### config.mk
export PLATFORM = sky130hd
export DESIGN_NAME = sorted_priority_queue_top
export DESIGN_NICKNAME = d
export VERILOG_FILES = /design/src/design/spq_pkg.sv /design/src/design/spq_cell.sv /design/src/design/sorted_priority_queue_top.sv
export SDC_FILE = /design/constraint.sdc
export NUM_CORES = 2
export LEC_CHECK = 0
export ABC_AREA = 1
export CORE_MARGIN = 5
export CORE_UTILIZATION = 40
export CTS_CLUSTER_DIAMETER = 30
export DETAILED_ROUTE_END_ITERATION = 10
export DONT_BUFFER_PORTS = 1
export PLACE_DENSITY_LB_ADDON = 0.15
export SLEW_MARGIN = 5
export SYNTH_ARGS = -nofsm -noshare
export SYNTH_HDL_FRONTEND = slang
export SYNTH_HIERARCHICAL = 1
export SYNTH_SLANG_ARGS = --single-unit
### constraint.sdc
create_clock -name clk -period 6 [get_ports clk]
set_input_delay 0.6 -clock clk [delete_from_list [all_inputs] [get_ports clk]]
set_output_delay 0.6 -clock clk [all_outputs]
set_load 0.02 [all_outputs]
### src/design/spq_pkg.sv
// Shared types and constants for the sorted priority queue.
// Depends on nothing; used by the cell and the top level.
package spq_pkg;

    localparam int DEPTH   = 16;
    localparam int CNT_W   = $clog2(DEPTH + 1);
    localparam int VALUE_W = 32;
    localparam int PRIO_W  = 16;
    localparam int COUNT_W = 5;

    typedef enum logic [1:0] {
        ST_DONE  = 2'd0,
        ST_FULL  = 2'd1,
        ST_EMPTY = 2'd2
    } status_t;

    typedef enum logic {
        REQ_ENQ = 1'b0,
        REQ_DEQ = 1'b1
    } req_t;

    // Control broadcast to every cell for the current transaction.
    typedef struct packed {
        logic enq;  // accepted enqueue with room left
        logic deq;  // accepted dequeue on a non-empty queue
    } cell_ctrl_t;

endpackage

### src/design/spq_cell.sv
// One slot of the shift-register priority queue.
// Depends on spq_pkg; instantiated DEPTH times by sorted_priority_queue_top.
module spq_cell (
    input  logic                                clk,
    input  spq_pkg::cell_ctrl_t                 ctrl,
    input  logic                                occupied,
    input  logic signed [spq_pkg::VALUE_W-1:0]  new_value,
    input  logic signed [spq_pkg::PRIO_W-1:0]   new_prio,
    input  logic                                left_ge,
    input  logic signed [spq_pkg::VALUE_W-1:0]  left_value,
    input  logic signed [spq_pkg::PRIO_W-1:0]   left_prio,
    input  logic signed [spq_pkg::VALUE_W-1:0]  right_value,
    input  logic signed [spq_pkg::PRIO_W-1:0]   right_prio,
    output logic                                ge,
    output logic signed [spq_pkg::VALUE_W-1:0]  value,
    output logic signed [spq_pkg::PRIO_W-1:0]   prio
);

    logic signed [spq_pkg::VALUE_W-1:0] value_reg;
    logic signed [spq_pkg::VALUE_W-1:0] value_next;
    logic signed [spq_pkg::PRIO_W-1:0]  prio_reg;
    logic signed [spq_pkg::PRIO_W-1:0]  prio_next;

    // A held entry at or above the new priority stays ahead of the new one.
    assign ge = occupied && (prio_reg >= new_prio);

    // Keep, take the new entry, shift down from the left, or shift up from the right.
    always_comb
    begin
        value_next = value_reg;
        prio_next  = prio_reg;
        if (ctrl.enq && !ge) begin
            if (left_ge) begin
                value_next = new_value;
                prio_next  = new_prio;
            end else begin
                value_next = left_value;
                prio_next  = left_prio;
            end
        end else if (ctrl.deq) begin
            value_next = right_value;
            prio_next  = right_prio;
        end
    end

    // Entry storage carries no reset; only slots below the count are read.
    always_ff @(posedge clk)
    begin
        value_reg <= value_next;
        prio_reg  <= prio_next;
    end

    assign value = value_reg;
    assign prio  = prio_reg;

endmodule

### src/design/sorted_priority_queue_top.sv
// Sorted priority queue built as a chain of compare-and-shift cells.
// Results are registered: a result appears in the cycle after its transaction is accepted.
// Throughput: one enqueue or dequeue per cycle while each result is taken at once;
// a held result stalls the input until it is taken.
// Reset (rst_n, asynchronous, active low) empties the queue and marks the result register
// empty. Depends on spq_pkg and spq_cell.
module sorted_priority_queue_top (
    input  logic                                clk,
    input  logic                                rst_n,
    input  logic                                in_valid,
    output logic                                in_stall,
    input  logic                                req_type,
    input  logic signed [spq_pkg::VALUE_W-1:0]  item_value,
    input  logic signed [spq_pkg::PRIO_W-1:0]   item_priority,
    output logic                                out_valid,
    input  logic                                out_stall,
    output logic [1:0]                          status,
    output logic signed [spq_pkg::VALUE_W-1:0]  out_value,
    output logic signed [spq_pkg::PRIO_W-1:0]   out_priority,
    output logic [spq_pkg::COUNT_W-1:0]         count
);

    localparam int D = spq_pkg::DEPTH;

    logic [spq_pkg::CNT_W-1:0]          count_reg;
    logic [spq_pkg::CNT_W-1:0]          count_next;
    logic                               out_valid_reg;
    logic                               out_valid_next;
    spq_pkg::status_t                   status_reg;
    spq_pkg::status_t                   status_next;
    logic signed [spq_pkg::VALUE_W-1:0] out_value_reg;
    logic signed [spq_pkg::VALUE_W-1:0] out_value_next;
    logic signed [spq_pkg::PRIO_W-1:0]  out_prio_reg;
    logic signed [spq_pkg::PRIO_W-1:0]  out_prio_next;

    logic                               accept;
    logic                               is_full;
    logic                               is_empty;
    spq_pkg::cell_ctrl_t                ctrl;

    logic [D-1:0]                       occ_vec;
    logic [D-1:0]                       ge_vec;
    logic signed [spq_pkg::VALUE_W-1:0] cell_value [D];
    logic signed [spq_pkg::PRIO_W-1:0]  cell_prio [D];

    // The input is taken whenever the result register is free or being drained.
    assign in_stall = out_valid_reg && out_stall;
    assign accept   = in_valid && !in_stall;
    assign is_full  = (count_reg == spq_pkg::CNT_W'(D));
    assign is_empty = (count_reg == '0);

    assign ctrl.enq = accept && (req_type == spq_pkg::REQ_ENQ) && !is_full;
    assign ctrl.deq = accept && (req_type == spq_pkg::REQ_DEQ) && !is_empty;

    // Cell chain: each cell sees its neighbors' entries and compare flags.
    genvar gi;
    generate
        for (gi = 0; gi < D; gi++) begin : g_cell
            logic                               l_ge;
            logic signed [spq_pkg::VALUE_W-1:0] l_value;
            logic signed [spq_pkg::PRIO_W-1:0]  l_prio;
            logic signed [spq_pkg::VALUE_W-1:0] r_value;
            logic signed [spq_pkg::PRIO_W-1:0]  r_prio;

            assign occ_vec[gi] = (spq_pkg::CNT_W'(gi) < count_reg);

            if (gi == 0) begin : g_head
                assign l_ge    = 1'b1;
                assign l_value = item_value;
                assign l_prio  = item_priority;
            end else begin : g_body
                assign l_ge    = ge_vec[gi-1];
                assign l_value = cell_value[gi-1];
                assign l_prio  = cell_prio[gi-1];
            end

            if (gi == D - 1) begin : g_tail
                assign r_value = cell_value[gi];
                assign r_prio  = cell_prio[gi];
            end else begin : g_inner
                assign r_value = cell_value[gi+1];
                assign r_prio  = cell_prio[gi+1];
            end

            spq_cell u_cell (
                .clk         (clk),
                .ctrl        (ctrl),
                .occupied    (occ_vec[gi]),
                .new_value   (item_value),
                .new_prio    (item_priority),
                .left_ge     (l_ge),
                .left_value  (l_value),
                .left_prio   (l_prio),
                .right_value (r_value),
                .right_prio  (r_prio),
                .ge          (ge_vec[gi]),
                .value       (cell_value[gi]),
                .prio        (cell_prio[gi])
            );
        end
    endgenerate

    // Count update and result formation for the accepted transaction.
    always_comb
    begin
        count_next     = count_reg;
        status_next    = status_reg;
        out_value_next = out_value_reg;
        out_prio_next  = out_prio_reg;
        out_valid_next = out_valid_reg && out_stall;
        if (accept) begin
            out_valid_next = 1'b1;
            status_next    = spq_pkg::ST_DONE;
            out_value_next = '0;
            out_prio_next  = '0;
            if (req_type == spq_pkg::REQ_ENQ) begin
                if (is_full) begin
                    status_next = spq_pkg::ST_FULL;
                end else begin
                    count_next = count_reg + spq_pkg::CNT_W'(1);
                end
            end else begin
                if (is_empty) begin
                    status_next    = spq_pkg::ST_EMPTY;
                    out_value_next = '1;
                    out_prio_next  = '1;
                end else begin
                    out_value_next = cell_value[0];
                    out_prio_next  = cell_prio[0];
                    count_next     = count_reg - spq_pkg::CNT_W'(1);
                end
            end
        end
    end

    // Control state.
    always_ff @(posedge clk or negedge rst_n)
    begin
        if (!rst_n) begin
            count_reg     <= '0;
            out_valid_reg <= 1'b0;
        end else begin
            count_reg     <= count_next;
            out_valid_reg <= out_valid_next;
        end
    end

    // Result payload.
    always_ff @(posedge clk)
    begin
        status_reg    <= status_next;
        out_value_reg <= out_value_next;
        out_prio_reg  <= out_prio_next;
    end

    assign out_valid    = out_valid_reg;
    assign status       = status_reg;
    assign out_value    = out_value_reg;
    assign out_priority = out_prio_reg;
    assign count        = spq_pkg::COUNT_W'(count_reg);

`ifndef SYNTHESIS
    // The count never passes the capacity.
    assert property (@(posedge clk) disable iff (!rst_n)
        count_reg <= spq_pkg::CNT_W'(D))
        else $error("queue count exceeds capacity");

    // An enqueue with room grows the count by exactly one.
    assert property (@(posedge clk) disable iff (!rst_n)
        ctrl.enq |=> (count_reg == $past(count_reg) + spq_pkg::CNT_W'(1)))
        else $error("enqueue did not grow the count");

    // A dequeue on an empty queue reports the empty status next cycle.
    assert property (@(posedge clk) disable iff (!rst_n)
        (accept && (req_type == spq_pkg::REQ_DEQ) && is_empty)
        |=> (out_valid_reg && (status_reg == spq_pkg::ST_EMPTY)))
        else $error("empty dequeue not reported");

    // The two front entries stay in descending priority order.
    assert property (@(posedge clk) disable iff (!rst_n)
        occ_vec[1] |-> (cell_prio[0] >= cell_prio[1]))
        else $error("head entries out of priority order");
`endif

endmodule
==> results by group <==
Die
  – Die height: 374.6 um
  – Die area: 140400 um2
  – Chip Width: 374.6 um
  – Boundary Pins: 110
  – Initial core utilization: 0.4035
  – FP Rows: 133
  – Core area: 131800 um2

Layout
  – Post-Route Utilization: 0.4656
  – Layout fillers: 12833
  – Area Growth Syn to Fin: 15.39%
  – Finished Layout Cells: 7948
  – Design area: 61370 um2
  – Fraction of layout cells with a size suffix above 1: 0.1710
  – Nets@finish: 6316
  – Max reg flops: 512
  – Antenna cells: 0

Routing
  – Post-route DRC: 0
  – DR vias/cell: 5.115
  – DRT Wirelength: 141200 um
  – Detail Route Antenna Nets: 0
  – Pre-antenna DRT Iters: 5
  – Vias: 40657
  – Avg WL per Cell: 17.77 um
  – Initial drt markers: 3513

Placed design
  – Port bufs: 0
  – Gp weighted congestion: 0.8138
  – Setup WS pre-CTS: 1917 ps
  – DP Area: 54010 um2
  – Cells after DPL: 7527
  – DP HPWL: 97840 um

Timing
  – WHS: 123.8 ps
  – Setup TNS: 0 ps
  – Final setup margin: 1834 ps
  – Final setup violating endpoints: 0
  – Max-slew headroom: 0.1992
  – Final Skew: 29.42 ps
  – Period utilization: 0.6943
  – Clock period minus worst slack: 4166 ps
  – Final Max Tran Viols: 0
  – RSZ-0062 raised after global routing: no
  – Max Clock Freq: 240.1 MHz
  – Slew @ Worst Pin: 1197 ps
  – Hold Vio Cnt, Final: 0

Critical path
  – Crit-path max FO: 40
  – Cell breakdown of the critical path: nand2_1 > o21ai_1 > nand2_2 > inv_2 > buf_4 > nor2_1 > a21oi_1 > nand3_1 > nand2_1
  – CP endpoint kind: flip-flop
  – Crit path arrival time: 4810 ps
  – CP max stage cell: inv_2
  – Most frequent CP cell: nand2_1
  – Crit start category: flip-flop
  – Origin of the critical flop-to-flop path: count[1]
  – Slowest stage delay, CP: 900 ps
  – Data required time of the worst path: 6640 ps
  – Worst setup path start: count[1]
  – Crit Path Category: flip-flop to flip-flop

Power
  – Tot Pwr: 29.37 mW
  – PD cells: 478.5 nW/um2
  – Peak VDD IR: 290.2 uV
  – Leakage power total: 27.61 nW

Global routing
  – Gr ovfl total: 0
  – Initial antenna violation count: 0
  – Largest net degree at the start of global routing: 175
  – First-pass GRT wire length: 226700 um
  – All-Layer GR Usage: 0.1952
  – Vias in the first global route: 40261

Logic synthesis
  – Synthesis warning total: 6
  – Avg Cell Area, Syn: 8.765 um2
  – Post-Syn Area: 53180 um2
  – Synth Net Count: 6381
  – Synthesized instance count: 6068

CTS
  – Post-CTS Setup Bufs: 0
  – Clock sinks: 824
  – Clock slew at reported path FFs: 50 ps
  – CTS tree: yes
  – CTS root buf: clkbuf_16
  – Clock Tree Buf Depth: 3
  – H-tree levels: 4
  – CTS Buf Count: 225
  – Clock latency on the worst-skew pair: 800 ps

Worst hold path
  – Tightest Hold Check Type: input pin to async pin

Outcome
  – Status: complete, no violations

Run
  – MaxCap Viol Count: 0
## final timing paths
path                                               to  slack, ps  cells past startpoint
max reg2reg                g_cell[15].u_cell/prio[13]       1830                      9
min reg2reg                 g_cell[1].u_cell/value[6]        520                      2
min in group clk           g_cell[15].u_cell/value[2]        150                      3
max in group asynchronous                    count[3]       5640                      1
max                        g_cell[15].u_cell/prio[13]       1830                      9
min                                         out_valid        120                      1
## layout make-up
cell class                 instances  area, um2  area share
clock inverter                   145       1446     0.02357
timing repair buffer              75      608.1    0.009908
multi-input combinational       4417      24810      0.4043
inverter                         460       1735     0.02828
clock buffer                     272       5859     0.09548
tap                             1755       2196     0.03578
sequential                       824      24710      0.4027
## critical path, delay by kind of cell (launching register included)
kind / cells / cell delay (ps)
AO/OA/AOI/OAI: 2 / 930
buffers and inverters: 2 / 1300
AND/OR/NAND/NOR: 5 / 1060
flip-flops: 1 / 690
## layer usage
layer | global-route usage | part of all wire | vias to the layer above
met5 | 0 | 0 | -
met4 | 0.05142 | 0.017 | 0
met3 | 0.03348 | 0.061 | 188
met2 | 0.2793 | 0.41 | 1168
met1 | 0.3029 | 0.52 | 18891
li1 | - | - | 20410
## power by group
group          internal [mW]  leakage (nW)  total [mW]  switching (mW)
Combinational           3.30          16.2        8.78            5.48
Sequential              8.29          7.81        9.18           0.887
Clock                   7.79          3.56        11.4            3.62
## layout by cell type (no fill, tap or decap), types with 2 or more instances in the layout
| cell | instances |
|---|---|
| a21oi_1 | 320 |
| buf_12 | 3 |
| buf_4 | 69 |
| bufinv_16 | 22 |
| clkbuf_1 | 44 |
| clkbuf_16 | 227 |
| clkinv_1 | 47 |
| clkinv_16 | 2 |
| clkinv_2 | 45 |
| clkinv_4 | 4 |
| clkinv_8 | 3 |
| clkinvlp_4 | 10 |
| dfrtp_1 | 6 |
| dlygate4sd3_1 | 3 |
| edfxtp_1 | 818 |
| ha_1 | 260 |
| inv_1 | 441 |
| inv_16 | 5 |
| inv_2 | 17 |
| inv_6 | 8 |
| mux2_2 | 528 |
| nand2_1 | 2046 |
| nand2_2 | 74 |
| nand2_4 | 2 |
| nand3_1 | 843 |
| nand3_4 | 2 |
| nand4_1 | 34 |
| nor2_1 | 259 |
| nor2_2 | 17 |
| nor2_4 | 17 |
| o21ai_0 | 5 |
| xor2_1 | 2 |
## what timing repair did
action / 4_1_cts / 5_1_grt
hold endpoints to repair: 59 / 0
resized for setup: 0 / 0
hold buffers: 4 / 0
Note: power is estimated with default switching activity, not from simulation.
